File: config.mk
export PLATFORM = sky130hd
export DESIGN_NAME = lexer_token_dfa_core
export DESIGN_NICKNAME = d
export VERILOG_FILES = /design/src/rtl/ltd_pkg.sv /design/src/rtl/ltd_classify.sv /design/src/rtl/ltd_step.sv /design/src/rtl/lexer_token_dfa_core.sv
export SDC_FILE = /design/constraint.sdc
export NUM_CORES = 1
export LEC_CHECK = 0
export BUFFER_PORTS_ARGS = -buffer_cell sky130_fd_sc_hd__buf_2
export CORE_MARGIN = 2
export CORE_UTILIZATION = 45
export DETAILED_ROUTE_END_ITERATION = 7
export HOLD_SLACK_MARGIN = 0.05
export PLACE_DENSITY = 0.68
export REMOVE_ABC_BUFFERS = 1
export SYNTH_ARGS = -nofsm -noshare
export SYNTH_HDL_FRONTEND = slang
export SYNTH_SLANG_ARGS = --single-unit
File: constraint.sdc
create_clock -name clk -period 2.4 [get_ports clk]
set_clock_uncertainty 0.15 [all_clocks]
set_input_delay 0.24 -clock clk [delete_from_list [all_inputs] [get_ports clk]]
set_output_delay 0.24 -clock clk [all_outputs]
set_load 0.02 [all_outputs]
File: src/rtl/ltd_pkg.sv
package ltd_pkg;

  typedef enum logic [4:0] {
    TK_NONE   = 5'd0,
    TK_PLUS   = 5'd1,
    TK_MINUS  = 5'd2,
    TK_MULT   = 5'd3,
    TK_DIV    = 5'd4,
    TK_COLON  = 5'd5,
    TK_SEMI   = 5'd6,
    TK_COMMA  = 5'd7,
    TK_LPAREN = 5'd8,
    TK_RPAREN = 5'd9,
    TK_LBRACK = 5'd10,
    TK_RBRACK = 5'd11,
    TK_LBRACE = 5'd12,
    TK_RBRACE = 5'd13,
    TK_SPACE  = 5'd14,
    TK_IDENT  = 5'd15,
    TK_INT    = 5'd16,
    TK_STR    = 5'd17,
    TK_CHAR   = 5'd18,
    TK_LEQ    = 5'd19,
    TK_LSS    = 5'd20,
    TK_GEQ    = 5'd21,
    TK_GRE    = 5'd22,
    TK_EQL    = 5'd23,
    TK_ASSIGN = 5'd24,
    TK_NEQ    = 5'd25
  } tok_kind_t;

  // Character class flags for one byte
  typedef struct packed {
    logic      letter;
    logic      digit;
    logic      word_tail;  // letter, digit or underscore
    logic      str_body;   // legal inside a string constant
    logic      char_body;  // legal as the body of a char constant
    logic      dquote;
    logic      squote;
    logic      lt;
    logic      gt;
    logic      eq;
    logic      bang;
    tok_kind_t single;     // single-character token, or none
  } ltd_class_t;

endpackage

File: src/rtl/ltd_classify.sv
module ltd_classify (
  input  logic [7:0]          ch,
  output ltd_pkg::ltd_class_t cls
);

  localparam logic [7:0] CH_SPACE  = 8'd32;
  localparam logic [7:0] CH_BANG   = 8'd33;
  localparam logic [7:0] CH_DQUOTE = 8'd34;
  localparam logic [7:0] CH_HASH   = 8'd35;
  localparam logic [7:0] CH_SQUOTE = 8'd39;
  localparam logic [7:0] CH_LPAREN = 8'd40;
  localparam logic [7:0] CH_RPAREN = 8'd41;
  localparam logic [7:0] CH_MULT   = 8'd42;
  localparam logic [7:0] CH_PLUS   = 8'd43;
  localparam logic [7:0] CH_COMMA  = 8'd44;
  localparam logic [7:0] CH_MINUS  = 8'd45;
  localparam logic [7:0] CH_DIV    = 8'd47;
  localparam logic [7:0] CH_COLON  = 8'd58;
  localparam logic [7:0] CH_SEMI   = 8'd59;
  localparam logic [7:0] CH_LT     = 8'd60;
  localparam logic [7:0] CH_EQ     = 8'd61;
  localparam logic [7:0] CH_GT     = 8'd62;
  localparam logic [7:0] CH_LBRACK = 8'd91;
  localparam logic [7:0] CH_RBRACK = 8'd93;
  localparam logic [7:0] CH_USCORE = 8'd95;
  localparam logic [7:0] CH_LBRACE = 8'd123;
  localparam logic [7:0] CH_RBRACE = 8'd125;
  localparam logic [7:0] CH_TILDE  = 8'd126;

  logic is_letter, is_digit, is_space, is_op;

  always_comb begin
    is_letter = (ch inside {[8'd65:8'd90], [8'd97:8'd122]});
    is_digit  = (ch inside {[8'd48:8'd57]});
    is_space  = (ch inside {[8'd9:8'd13], CH_SPACE});
    is_op     = (ch inside {CH_PLUS, CH_MINUS, CH_MULT, CH_DIV});

    cls.letter    = is_letter;
    cls.digit     = is_digit;
    cls.word_tail = is_letter | is_digit | (ch == CH_USCORE);
    cls.str_body  = (ch inside {[CH_HASH:CH_TILDE], CH_SPACE, CH_BANG});
    cls.char_body = is_letter | is_digit | is_op | (ch == CH_USCORE);
    cls.dquote    = (ch == CH_DQUOTE);
    cls.squote    = (ch == CH_SQUOTE);
    cls.lt        = (ch == CH_LT);
    cls.gt        = (ch == CH_GT);
    cls.eq        = (ch == CH_EQ);
    cls.bang      = (ch == CH_BANG);

    case (ch)
      CH_PLUS:   cls.single = ltd_pkg::TK_PLUS;
      CH_MINUS:  cls.single = ltd_pkg::TK_MINUS;
      CH_MULT:   cls.single = ltd_pkg::TK_MULT;
      CH_DIV:    cls.single = ltd_pkg::TK_DIV;
      CH_COLON:  cls.single = ltd_pkg::TK_COLON;
      CH_SEMI:   cls.single = ltd_pkg::TK_SEMI;
      CH_COMMA:  cls.single = ltd_pkg::TK_COMMA;
      CH_LPAREN: cls.single = ltd_pkg::TK_LPAREN;
      CH_RPAREN: cls.single = ltd_pkg::TK_RPAREN;
      CH_LBRACK: cls.single = ltd_pkg::TK_LBRACK;
      CH_RBRACK: cls.single = ltd_pkg::TK_RBRACK;
      CH_LBRACE: cls.single = ltd_pkg::TK_LBRACE;
      CH_RBRACE: cls.single = ltd_pkg::TK_RBRACE;
      default:   cls.single = is_space ? ltd_pkg::TK_SPACE : ltd_pkg::TK_NONE;
    endcase
  end

endmodule

File: src/rtl/ltd_step.sv
module ltd_step (
  input  logic                 clk,
  input  logic                 rst_n,
  input  logic                 load,
  input  ltd_pkg::ltd_class_t  cls,
  output ltd_pkg::tok_kind_t   kind,
  output logic                 lex_error,
  output logic                 pushback
);

  typedef enum logic [3:0] {
    ST_INIT   = 4'd0,
    ST_IDENT  = 4'd1,
    ST_INT    = 4'd2,
    ST_STR    = 4'd3,
    ST_CHAR1  = 4'd4,
    ST_CHAR2  = 4'd5,
    ST_LSS    = 4'd6,
    ST_GRE    = 4'd7,
    ST_ASSIGN = 4'd8,
    ST_BANG   = 4'd9,
    ST_TRAP   = 4'd10
  } state_t;

  state_t             state_r, state_nxt;
  ltd_pkg::tok_kind_t kind_r, kind_nxt;
  logic               err_r, err_nxt;
  logic               back_r, back_nxt;

  always_comb begin
    state_nxt = state_r;
    kind_nxt  = ltd_pkg::TK_NONE;
    err_nxt   = 1'b0;
    back_nxt  = 1'b0;
    case (state_r)
      ST_INIT: begin
        if (cls.letter)      state_nxt = ST_IDENT;
        else if (cls.digit)  state_nxt = ST_INT;
        else if (cls.dquote) state_nxt = ST_STR;
        else if (cls.squote) state_nxt = ST_CHAR1;
        else if (cls.lt)     state_nxt = ST_LSS;
        else if (cls.gt)     state_nxt = ST_GRE;
        else if (cls.eq)     state_nxt = ST_ASSIGN;
        else if (cls.bang)   state_nxt = ST_BANG;
        else                 kind_nxt  = cls.single;
      end
      ST_IDENT: begin
        if (!cls.word_tail) begin
          state_nxt = ST_INIT;
          kind_nxt  = ltd_pkg::TK_IDENT;
          back_nxt  = 1'b1;
        end
      end
      ST_INT: begin
        if (!cls.digit) begin
          state_nxt = ST_INIT;
          kind_nxt  = ltd_pkg::TK_INT;
          back_nxt  = 1'b1;
        end
      end
      ST_STR: begin
        if (cls.str_body) begin
          state_nxt = ST_STR;
        end else if (cls.dquote) begin
          state_nxt = ST_INIT;
          kind_nxt  = ltd_pkg::TK_STR;
        end else begin
          state_nxt = ST_TRAP;
          err_nxt   = 1'b1;
        end
      end
      ST_CHAR1: begin
        if (cls.char_body) begin
          state_nxt = ST_CHAR2;
        end else begin
          state_nxt = ST_TRAP;
          err_nxt   = 1'b1;
        end
      end
      ST_CHAR2: begin
        if (cls.squote) begin
          state_nxt = ST_INIT;
          kind_nxt  = ltd_pkg::TK_CHAR;
        end else begin
          state_nxt = ST_TRAP;
          err_nxt   = 1'b1;
        end
      end
      ST_LSS: begin
        state_nxt = ST_INIT;
        kind_nxt  = cls.eq ? ltd_pkg::TK_LEQ : ltd_pkg::TK_LSS;
        back_nxt  = !cls.eq;
      end
      ST_GRE: begin
        state_nxt = ST_INIT;
        kind_nxt  = cls.eq ? ltd_pkg::TK_GEQ : ltd_pkg::TK_GRE;
        back_nxt  = !cls.eq;
      end
      ST_ASSIGN: begin
        state_nxt = ST_INIT;
        kind_nxt  = cls.eq ? ltd_pkg::TK_EQL : ltd_pkg::TK_ASSIGN;
        back_nxt  = !cls.eq;
      end
      ST_BANG: begin
        if (cls.eq) begin
          state_nxt = ST_INIT;
          kind_nxt  = ltd_pkg::TK_NEQ;
        end else begin
          state_nxt = ST_TRAP;
          err_nxt   = 1'b1;
        end
      end
      default: begin
        state_nxt = ST_TRAP;
      end
    endcase
  end

  always_ff @(posedge clk) begin
    if (!rst_n) begin
      state_r <= ST_INIT;
      kind_r  <= ltd_pkg::TK_NONE;
      err_r   <= 1'b0;
      back_r  <= 1'b0;
    end else if (load) begin
      state_r <= state_nxt;
      kind_r  <= kind_nxt;
      err_r   <= err_nxt;
      back_r  <= back_nxt;
    end
  end

  assign kind      = kind_r;
  assign lex_error = err_r;
  assign pushback  = back_r;

  a_err_quiet: assert property (@(posedge clk) disable iff (!rst_n)
    err_r |-> (kind_r == ltd_pkg::TK_NONE) && !back_r)
    else $error("error result carries a token or pushback");

  a_back_has_token: assert property (@(posedge clk) disable iff (!rst_n)
    back_r |-> (kind_r != ltd_pkg::TK_NONE))
    else $error("pushback without a token");

  a_err_traps: assert property (@(posedge clk) disable iff (!rst_n)
    err_r |-> (state_r == ST_TRAP))
    else $error("error result without entering the trap");

  // The error result may sit in the result register through a stall
  a_trap_sticky: assert property (@(posedge clk) disable iff (!rst_n)
    (state_r == ST_TRAP) |=> (state_r == ST_TRAP) && (!err_r || $past(err_r)))
    else $error("scanner left the trap or flagged a second error");

endmodule

File: src/rtl/lexer_token_dfa_core.sv
// Character-at-a-time lexical scanner.
// Input channel: one ASCII byte per request on in_ch, taken when in_valid and
// in_ready are both high. Result channel: one result per input request on
// out_token_kind / out_lex_error / out_pushback, taken when out_valid and
// out_ready are both high. Kind 0 means no token completed yet.
// When out_pushback is high the byte ended an ident, int, '<', '>' or '='
// token without being part of it: present the same byte again.
// A byte and then its result are registered. Throughput: one request per
// cycle while out_ready is high; the input register and the scanner state
// with its result register form a two-stage pipeline, and the single
// scanner state register closes the loop from one byte to the next.
// Stall: while out_ready is low the result is held, the byte waiting in the
// input register is held, and in_ready drops once that register is full.
// Reset (rst_n low, synchronous): both stages empty, scanner back to its
// initial state. An illegal byte in a string, char constant or after '!'
// raises out_lex_error once; the scanner then reports nothing until reset.
module lexer_token_dfa_core (
  input  logic       clk,
  input  logic       rst_n,
  input  logic       in_valid,
  output logic       in_ready,
  input  logic [7:0] in_ch,
  output logic       out_valid,
  input  logic       out_ready,
  output logic [4:0] out_token_kind,
  output logic       out_lex_error,
  output logic       out_pushback
);

  logic                in_v_r;
  logic [7:0]          ch_r;
  logic                out_v_r;
  logic                adv;
  ltd_pkg::ltd_class_t cls;
  ltd_pkg::tok_kind_t  kind;

  // Advance the byte into the scanner when the result slot is free or draining
  assign adv      = in_v_r && (!out_v_r || out_ready);
  assign in_ready = !in_v_r || adv;

  // Input register: hold the byte until the scanner takes it
  always_ff @(posedge clk) begin
    if (!rst_n) begin
      in_v_r <= 1'b0;
    end else if (in_ready) begin
      in_v_r <= in_valid;
    end
  end

  always_ff @(posedge clk) begin
    if (in_valid && in_ready) begin
      ch_r <= in_ch;
    end
  end

  // Result valid: set on advance, drop once the receiver takes it
  always_ff @(posedge clk) begin
    if (!rst_n) begin
      out_v_r <= 1'b0;
    end else if (adv) begin
      out_v_r <= 1'b1;
    end else if (out_ready) begin
      out_v_r <= 1'b0;
    end
  end

  ltd_classify u_classify (
    .ch  (ch_r),
    .cls (cls)
  );

  ltd_step u_step (
    .clk       (clk),
    .rst_n     (rst_n),
    .load      (adv),
    .cls       (cls),
    .kind      (kind),
    .lex_error (out_lex_error),
    .pushback  (out_pushback)
  );

  assign out_valid      = out_v_r;
  assign out_token_kind = 5'(kind);

endmodule
* Word level (Yosys, flattened, before mapping)
Index checks and enable logic that the tools add are counted.
Operators by class: magnitude comparators 10, equal/unequal tests 33, multiplexer cells 47, bitwise gates (word level) 4, reduce and logical (&&, ||, !) cells 20
Operators by type and width (number):
- $eq 8x6->1 const B | 16
- $mux 4 | 18
- $mux 5 | 13
- $pmux 5 s13 | 1
- $pmux 5 s9 | 1
- $eq 8x7->1 const B | 5
- $pmux 4 s8 | 1
- $le 8x7->1 const B | 3
- $eq 4x3->1 const B | 4
- $ge 8x6->1 const B | 2
- $ge 8x7->1 const B | 2
- $mux 1 | 9
- $ne 9x8->1 const B | 1
- $eq 4x2->1 const B | 2
- $eq 4x4->1 const B | 2
- $ge 8x4->1 const B | 1
- $le 8x4->1 const B | 1
- $le 8x6->1 const B | 1
- $logic_and 1x1->1 | 7
- $reduce_bool 2->1 | 3
- $eq 4x1->1 const B | 1
- $logic_not 4->1 | 1
- $ne 2x2->1 const B | 2
- $or 1x1->1 | 4
- 10 further kinds | 13
Word-level totals: register bits 21, bits of input ports 12, output and inout port bits 9, logic and storage cells 121

* Logic depth before layout (Yosys ltp)
Gate-level depths: netlist of the first run.
word-level depth 14, gate-level depth with buffers 9, mapped depth without buffers 6

* Hierarchy
From an unflattened synthesis of the first run, not the netlist that was laid out.
Second synthesis, totals: cells, all modules 234, area, all modules 1800.5 um^2
By module, submodules not included:
- ltd_step | times used 1, cells each 134, area an instance 945.9 um^2, sequential area each 220.2 um^2
- ltd_classify | times used 1, cells each 83, area an instance 510.5 um^2, sequential area each 0.0 um^2
- lexer_token_dfa_core | times used 1, cells each 17, area an instance 344.1 um^2, sequential area each 280.3 um^2

* Worst setup path before layout of the first run
OpenSTA, ideal clock, no wires.
path type register to register, start register ch_r[3], end register u_step.state_r[0], setup time 0.069 ns, data arrival time 1.953 ns, data required time 2.181 ns, setup slack 0.229 ns, stages on the path, launching flop included 8, path buffers 1, period minus slack after synthesis 2.171 ns, cell sequence edfxtp_1 -> buf_6 -> or3_4 -> o221ai_2 -> a211oi_1 -> o21a_1 -> or4_1 -> o21ai_1
Between the ends: longest elaborated chain between the ends 9, elaborated cells on any way between the ends 45, those cells by class order compare: 8; eq/ne: 15; mux: 10; bitwise: 4; reduce/logical: 8
RTL lines:
- start, declared | RTL line lexer_token_dfa_core.sv:31 | logic [7:0] ch_r;
- start signal, assigned | RTL line lexer_token_dfa_core.sv:52 | ch_r <= in_ch;
- parallel branches: the longest is 9 deep, another holds $ge 8x7->1
- end signal, assigned | RTL line ltd_step.sv:126 | state_r <= state_nxt;
- end, declared | RTL line ltd_step.sv:25 | state_t state_r, state_nxt;
Parallel ways; which one is timed is not known. A chain may end at the register's enable or synchronous reset.

* Worst setup path in the final report of the first run
start register ch_r[2], end register u_step.state_r[0]
The elaborated chain is that of the path after synthesis.

==> qor.yml, run 1 <==
timing:
  setup_violations: 0
  hold_viol_final: 0
  fin_hold_ws_ns: 0.142
  clock.fmax_ghz: 0.418
  tightest_slew_ns: 0.450
  period_needed_ns: 2.39
  timing.final.crit_share_pct: 99.6
  relSlewSlack_pct: 69.2
  slew_violations: 0
  rsz0062_at_grt: "yes"
  setup_ws_ns: 0.00963
setup_path:
  startpoint: "ch_r[2]$_DFFE_PP_"
  worstRegToRegCells: 9
  r2r-start: "ch_r[2]$_DFFE_PP_"
  startpoint_type: "flip-flop"
  worstPathRequired_ns: 2.46
  r2r-end: "u_step.state_r[0]$_SDFFE_PN0P_"
  crit_type: "flip-flop to flip-flop"
  critical_path_peak_fanout: 7
  setup.worst_path.end: "u_step.state_r[0]$_SDFFE_PN0P_"
  rrSetupSlack_ns: 0.01
  cp_data_arrival_time_ns: 2.45
  crit_path_end_kind: "flip-flop"
synthesis:
  synth.area.top_cells: "dfxtp_1 15%, edfxtp_1 14%, nand2_1 4.9%, a211oi_1 4.2%, nand3_1 3.7%"
  yosysTopAreaCell: "dfxtp_1"
  synth_mux_area_share_pct: 0
  async_flop_share_pct: 0
  synth_top_cell_area_share_pct: 14.7
  avgSynthCellArea_um2: 7.78
  ys_seq_area_share_pct: 28.2
  syn-instance-count: 228
  synth_ff_type: "dfxtp_1"
  synth-compound-area-share_pct: 35.8
  ys.warnings.count: 0
  ys_ff_latch: 21
  synth_xor_xnor_area_share_pct: 0.987
  synthDistinctLibCells: 63
  syn-cell-area_um2: 1770
  synthAdderAreaFrac_pct: 0
  synth_top_family_by_area: "compound AO/OA/AOI/OAI gates"
  synthSimpleGateAreaFrac_pct: 27.4
  synth-edff-count: 8
final_layout:
  final_cell_mix: "47 x buf_4, 23 x nand2_1, 21 x buf_2"
  final_common_cell: "buf_4"
  fin_area_um2: 2390
  fin_nets: 305
  final_util_pct: 64.3
  antenna_cells: 0
  drive_gt1_share_pct: 31.2
  areaGrowthSynthToFinish_pct: 34.8
clock_network:
  cts_buffers: 3
  clock_sink_count: 21
  path_clk_slew_ns: 0.08
  cts_tree: "yes"
  cts_root_buffer: "clkbuf_8"
  clock_path_buffers: 2
  h-tree-depth: 1
  clkLatencyLatePin_ns: 0.27
global_routing:
  track_usage_pct: 26.8
  grt_max_degree: 14
  globalRouteOverflowTotal: 0
  grt_pass1_wl_mm: 9.07
  grt_pass1_vias: 1919
  antenna_found_initial: 0
floorplan:
  core_area_um2: 3720
  fp.dieH_um: 66.8
  die_x_um: 66.8
  dieArea_um2: 4460
  ios: 21
  num_rows: 22
  initial_core_util_pct: 47.7
placement:
  dpl.hpwl_mm: 3.91
  dpl_cell_area_um2: 2120
  place.port_buffers: 20
  place_congestion: 0.983
  dp_worst_setup_slack_ns: -0.00189
detailed_routing:
  antenna_left: 0
  totalWireLength_mm: 5.72
  vias: 2174
  drt_iter0_drc: 254
  wl_per_cell_um: 16.8
  firstDrtPassIters: 5
  vias_per_cell: 6.39
  drc: 0
outcome:
  status: "finished clean"
power_and_ir_drop:
  vdd_drop_max_mv: 0.453
  power_density_nw_per_um2: 402
  p_leak_nw: 0.907
  totalPowerFinal_w: 0.000961
min_path:
  min_from: "rst_n"
  hp-class: "primary input to flip-flop"
job:
  cap_violations: 0
critical path: stages, from the launching register on:
cell and delay, ns:
edfxtp_1 0.49, buf_2 0.21, inv_1 0.11, nand4_1 0.13
a211oi_2 0.23, buf_4 0.16, o31ai_2 0.07, buf_4 0.17
or4_1 0.52, o21ai_1 0.08
per-layer routing:
layer | GRT usage [%] | share of wire (%)
met5 | 0 | 0
met4 | 7.40 | 1.7
met3 | 4.22 | 8.0
met2 | 46.3 | 49
met1 | 34.4 | 41
synthesized netlist by cell type (3+ instances only):
master and n:
a2bb2oi_1 3, o41ai_1 4, a21oi_1 10, edfxtp_1 8, o211ai_1 3, a31oi_1 7
nand2_1 23, nor2_1 15, o21ai_0 12, nand2b_1 5, nand3_1 13, o22ai_1 7
dfxtp_1 13, nor2b_1 5, buf_2 11, nand4_1 3, nor3_1 7, clkbuf_1 5
a211oi_1 10, inv_1 8, o31ai_1 3
how the worst min path moves through the flow:
stage	to	slack [ns]	cells past startpoint
CTS	u_step.state_r[0]$_SDFFE_PN0P_	0.14	3
finish	u_step.state_r[0]$_SDFFE_PN0P_	0.14	3
global route	u_step.state_r[0]$_SDFFE_PN0P_	0.15	3
floorplan	ch_r[0]$_DFFE_PP_	0.19	0
global placement	ch_r[3]$_DFFE_PP_	0.27	1
detailed placement	ch_r[5]$_DFFE_PP_	0.27	1
what timing repair did:
item	in CTS	in global routing
endpoints found under the setup margin	3	8
hold buffers	9	0
buffers inserted	2	10
hold endpoints to repair	9	0
resized for setup	0	11
pin swaps	0	4
cell families (layout without fill, tap and decap cells):
logic type / after synthesis / count (layout)
AND/OR/NAND/NOR: 90 / 90
AO/OA/AOI/OAI: 87 / 87
buffers and inverters: 28 / 92
flip-flops: 21 / 21
XOR/XNOR: 2 / 2
through the flow:
stage / setup TNS [ns] / instances
after floorplan: 0 / 209
after global placement: 0 / 315
after detailed placement: -0.00189 / 315
after CTS: 0 / 330
after global routing: -0.148 / 340
final: 0 / 340
flip-flops by register name (all words and copies together), names as in the netlist:
| signal | count |
|---|---|
| ch_r | 8 |
| in_v_r | 1 |
| out_valid | 1 |
| u_step.kind | 5 |
| u_step.lex_error | 1 |
| u_step.pushback | 1 |
| u_step.state_r | 4 |
where the power goes:
part	leakage, nW	internal (W)	switching, W
registers	0.184	0.000388	0.0000152
logic	0.701	0.000139	0.000172
clock network	0.0217	0.000118	0.000128
total	0.907	0.000645	0.000315
final cells by class:
cell class / count / area, µm²
fill: 322 / 1330
multi-input combinational: 179 / 1190
timing repair buffer: 79 / 558
sequential: 21 / 500
tap: 48 / 60.1
clock buffer: 3 / 41.3
inverter: 9 / 33.8
clock inverter: 1 / 7.51
Power figures use the tool's default switching activity.
==> inputs of run 2 (changes only) <==
- PLACE_DENSITY: 0.68 -> 0.74
==> qor.yml, run 2 (synthesized netlist as in run 1, its figures left out) <==
floorplan:
  initial_core_util_pct: 47.7
  die_x_um: 66.8
  dieArea_um2: 4460
  fp.dieH_um: 66.8
  ios: 21
  num_rows: 22
  core_area_um2: 3720
final_layout:
  areaGrowthSynthToFinish_pct: 28.7
  antenna_cells: 0
  fin_area_um2: 2280
  num-fill-cells: 313
  final_common_cell: "buf_4"
  fin_nets: 290
  regMostFlops: "ch_r"
  largest_register_ffs: 8
  drive_gt1_share_pct: 26.4
  final_cell_mix: "34 x buf_4, 23 x nand2_1, 20 x buf_2"
  layoutNonFillerInstCount: 325
timing:
  rsz0062_at_grt: "no"
  clock.fmax_ghz: 0.429
  slew_violations: 0
  hold_viol_final: 0
  timing.final.crit_share_pct: 97.1
  tns_ns: 0
  relSlewSlack_pct: 65.3
  period_needed_ns: 2.33
  setup_violations: 0
  tightest_slew_ns: 0.513
global_routing:
  grt_max_degree: 22
  track_usage_pct: 24.3
  globalRouteOverflowTotal: 0
  grt_pass1_wl_mm: 8.34
  antenna_found_initial: 0
  grt_pass1_vias: 1837
min_path:
  hp-class: "primary input to flip-flop"
detailed_routing:
  wl_per_cell_um: 16.7
  vias: 2072
  vias_per_cell: 6.38
  firstDrtPassIters: 5
  totalWireLength_mm: 5.41
  antenna_left: 0
  drc: 0
  drt_iter0_drc: 269
setup_path:
  worstPathRequired_ns: 2.45
  critical_path_peak_fanout: 13
  crit_type: "flip-flop to flip-flop"
  path_cells: "buf_4 > or4_1 > o22ai_1 > nor3_1 > o221ai_1 > nor2_1 > a211oi_1"
  slowest_stage: "or4_1"
  cp_data_arrival_time_ns: 2.38
  cpPeakStageDelay_ns: 0.52
  startpoint_type: "flip-flop"
  crit_path_end_kind: "flip-flop"
clock_network:
  h-tree-depth: 1
  cts_root_buffer: "clkbuf_8"
  path_clk_slew_ns: 0.08
  cts_buffers: 3
  clock_path_buffers: 2
  clkLatencyLatePin_ns: 0.27
  cts_tree: "yes"
  clock_sink_count: 21
job:
  cap_violations: 0
power_and_ir_drop:
  p_leak_nw: 0.840
  vdd_drop_max_mv: 0.335
  power_density_nw_per_um2: 413
placement:
  dp_cells: 309
  place.port_buffers: 20
  place_congestion: 0.949
  dpl.hpwl_mm: 3.79
  dpl_cell_area_um2: 2090
outcome:
  status: "finished clean"
-- run 2: changes by cell type in the layout (fill, tap and decap cells not counted), sizes merged --
cell,before,now
clkinvlp,1,0
clkbuf,5,3
clkinv,1,2
buf,68,55
-- run 2: where the power goes --
| group | internal (W) | switching (W) | leakage [nW] |
|---|---|---|---|
| logic | 0.000130 | 0.000162 | 0.631 |
| clock network | 0.000116 | 0.000128 | 0.0255 |
| registers | 0.000388 | 0.0000175 | 0.184 |
| total | 0.000635 | 0.000307 | 0.840 |
-- run 2: per-stage QoR --
stage                     utilization, %  hold slack, ns  total power [W]  setup WS (ns)
after floorplan                        -           0.189         0.000565         0.0442
after global placement              56.1           0.266         0.000667         0.0923
after detailed placement            56.1           0.268         0.000670         0.0668
after CTS                           60.2           0.138         0.000922         0.0959
after global routing                61.4           0.146         0.000978        0.00153
final                               61.4           0.132         0.000943         0.0684
-- run 2: worst max-delay path: cells and delay by family (launching register included) --
family / cells / cell delay (ns)
flops: 1 / 0.41
buf+inv: 1 / 0.21
simple gates: 3 / 0.70
compound gates: 3 / 0.78
-- run 2: final timing paths --
check | startpoint | end | slack (ns) | cells after the start
setup / recovery | ch_r[3]$_DFFE_PP_ | u_step.state_r[3]$_SDFFE_PN0P_ | 0.07 | 7
hold / removal | out_ready | out_valid$_SDFFE_PN0P_ | 0.13 | 4
setup reg to reg | ch_r[3]$_DFFE_PP_ | u_step.state_r[3]$_SDFFE_PN0P_ | 0.07 | 7
hold reg to reg | u_step.lex_error$_SDFFE_PN0P_ | u_step.lex_error$_SDFFE_PN0P_ | 0.33 | 2
-- run 2: layer usage --
metal | vias to the layer above | GRT usage [%] | part of all wire [%]
met5 | - | 0 | 0
met4 | 0 | 6.38 | 2.5
li1 | 979 | - | -
met1 | 963 | 31.4 | 42
met3 | 18 | 4.56 | 6.8
met2 | 112 | 41.5 | 48
-- run 2: layout make-up --
type | count | area, µm² | area share, %
clock buffers | 3 | 41.3 | 1.81
clock inverters | 1 | 5.00 | 0.219
inverters | 9 | 33.8 | 1.48
multi-input cells | 179 | 1180 | 51.6
flip-flops and latches | 21 | 500 | 21.9
well taps | 48 | 60.1 | 2.63
repair buffers | 64 | 465 | 20.4
-- run 2: repair_timing --
item | in CTS | in global routing
pin swaps | 0 | 1
endpoints found under the setup margin | 2 | 5
hold buffers | 9 | 0
cloned | 0 | 0
endpoints found under the hold margin | 9 | 0
resized for setup | 0 | 7
setup buffers | 2 | 1
==> inputs of run 3 (changes only) <==
- CORE_UTILIZATION: 45 -> 58
- PLACE_DENSITY: 0.74 -> 0.89
- SYNTH_HIERARCHICAL: default -> 1
==> qor.yml, run 3 <==
global_routing:
  antenna_found_initial: 0
  globalRouteOverflowTotal: 0
  grt_pass1_vias: 1875
  grt_pass1_wl_mm: 8.16
  grt_max_degree: 19
  track_usage_pct: 29.8
setup_path:
  critical_path_peak_fanout: 3
  cp_data_arrival_time_ns: 2.74
  worstPathRequired_ns: 2.52
  crit_buf_inv: 1
  crit_path_end_kind: "flip-flop"
  crit_family: "simple AND/OR/NAND/NOR gates"
  crit_type: "flip-flop to flip-flop"
  worstRegToRegCells: 9
  path_cells: "or4b_4 > or3_4 > nor2_4 > nor4_4 > and4_4 > a311oi_4 > buf_4 > o21a_1 > o31a_1"
  slowest_stage: "or4b_4"
  cpPeakStageDelay_ns: 0.55
  worst-path-stages: 9
  startpoint_type: "flip-flop"
clock_network:
  cts_tree: "yes"
  clock_path_buffers: 2
  cts_root_buffer: "clkbuf_4"
  path_clk_slew_ns: 0.13
  clkLatencyLatePin_ns: 0.30
  clock_sink_count: 21
  h-tree-depth: 1
  cts_buffers: 3
detailed_routing:
  drt_iter0_drc: 179
  vias_per_cell: 6.50
  vias: 2021
  firstDrtPassIters: 5
  antenna_left: 0
  totalWireLength_mm: 5.27
  drc: 0
  wl_per_cell_um: 16.9
final_layout:
  largest_register_ffs: 8
  areaGrowthSynthToFinish_pct: 27.6
  regMostFlops: "ch_r"
  fin_area_um2: 2300
  fin_nets: 291
  drive_gt1_share_pct: 28.8
  antenna_cells: 0
  final_cell_mix: "31 x nor2_1, 30 x buf_4, 20 x buf_2"
  final_common_cell: "nor2_1"
placement:
  place_congestion: 0.976
  dpl.hpwl_mm: 3.27
  place.port_buffers: 20
  dpl_cell_area_um2: 2050
  dp_worst_setup_slack_ns: -0.255
outcome:
  violations: "negative setup slack"
  status: "finished, violations left"
synthesis:
  yosysTopAreaCell: "dfxtp_1"
  synth_mux_area_share_pct: 4.52
  synth-edff-count: 8
  yosysMostFrequentCell: "nor2_1"
  ys_top_cells_by_count: "31 x nor2_1, 18 x nand2_1, 17 x o21ai_0, 13 x dfxtp_1, 12 x nand2b_1"
  synth_top_cell_area_share_pct: 14.5
  synth_ff_type: "dfxtp_1"
  synthSimpleGateAreaFrac_pct: 35.2
  synthDistinctLibCells: 63
  synth-compound-area-share_pct: 23.5
  synth_xor_xnor_area_share_pct: 0.973
  ys_ff_latch: 21
  syn-cell-area_um2: 1800
  syn-instance-count: 234
  synth_top_family_by_area: "simple AND/OR/NAND/NOR gates"
  async_flop_share_pct: 0
  ys.warnings.count: 6
  synthAdderAreaFrac_pct: 0
  synth.area.top_cells: "dfxtp_1 14%, edfxtp_1 13%, nor2_1 6.5%, o21ai_0 4.7%, nand2b_1 4.2%"
  ys_seq_area_share_pct: 27.8
  avgSynthCellArea_um2: 7.69
timing:
  clock.fmax_ghz: 0.382
  tns_ns: -0.812
  rsz0062_at_grt: "yes"
  hold_viol_final: 0
  fin_hold_ws_ns: 0.134
  setup_violations: 4
  period_needed_ns: 2.62
  relSlewSlack_pct: 50.3
  slew_violations: 0
  tightest_slew_ns: 0.745
  setup_ws_ns: -0.215
  timing.final.crit_share_pct: 109
power_and_ir_drop:
  p_leak_nw: 0.903
  power_density_nw_per_um2: 394
  vdd_drop_max_mv: 0.339
min_path:
  whs_path_depth: 3
  hp-class: "primary input to flip-flop"
floorplan:
  die_x_um: 59.7
  ios: 21
  fp.dieH_um: 59.7
  dieArea_um2: 3570
  core_area_um2: 3000
  num_rows: 20
  initial_core_util_pct: 60.0
job:
  cap_violations: 0
[run 3: what timing repair did]
| item | 4_1_cts | 5_1_grt |
|---|---|---|
| cloned | 0 | 0 |
| pin swaps | 7 | 11 |
| endpoints found under the hold margin | 9 | 0 |
| resized for setup | 10 | 16 |
| endpoints found under the setup margin | 7 | 11 |
| hold buffers | 9 | 0 |
| buffers inserted | 0 | 3 |
[run 3: worst paths after layout]
check	end	start	slack, ns
hold reg to reg	u_step/kind[3]$_SDFFE_PN0P_	u_step/kind[3]$_SDFFE_PN0P_	0.30
setup reg to reg	u_step/state_r[1]$_SDFFE_PN0P_	ch_r[7]$_DFFE_PP_	-0.22
setup / recovery	u_step/state_r[1]$_SDFFE_PN0P_	ch_r[7]$_DFFE_PP_	-0.22
hold / removal	out_valid$_SDFFE_PN0P_	out_ready	0.13
[run 3: final cells by class]
cell class	count	area, µm²
fillers	195	706
multi-input cells	183	1260
clock buffers	4	26.3
well taps	33	41.3
inverters	9	33.8
flip-flops and latches	21	500
repair buffers	61	438
[run 3: cell families after synthesis]
logic type / Yosys count
AOI/OAI and AO/OA: 61
xor gates and xnor gates: 2
muxes: 8
buffers and inverters: 30
and+or+nand+nor: 111
other: 1
DFF: 21
[run 3: metal layers]
layer  wire (µm)  vias up  GRT usage, %
li1            -      938             -
met1        2080      934          39.0
met2        2580      116          48.4
met3         383       33          4.98
met4         229        0          12.4
met5           0        -             0
[run 3: worst reg2reg max path, cell delays in order (launching register included)]
cell,delay [ns]
edfxtp_1,0.40
or4b_4,0.55
or3_4,0.37
nor2_4,0.17
nor4_4,0.05
and4_4,0.21
a311oi_4,0.29
buf_4,0.18
o21a_1,0.11
o31a_1,0.12
[run 3: through the flow]
step                      power [W]  utilization [%]  instances
after global placement     0.000670             68.4        295
after global routing       0.000944             76.5        311
after detailed placement   0.000676             68.4        295
after floorplan            0.000577                -        213
after CTS                  0.000865             73.4        308
final                      0.000904             76.5        311
[run 3: power breakdown]
part           internal, W  switching [W]  leakage, nW  total (W)
Combinational     0.000147       0.000169        0.704   0.000316
Sequential        0.000390      0.0000249        0.184   0.000415
Clock            0.0000649       0.000108       0.0150   0.000173
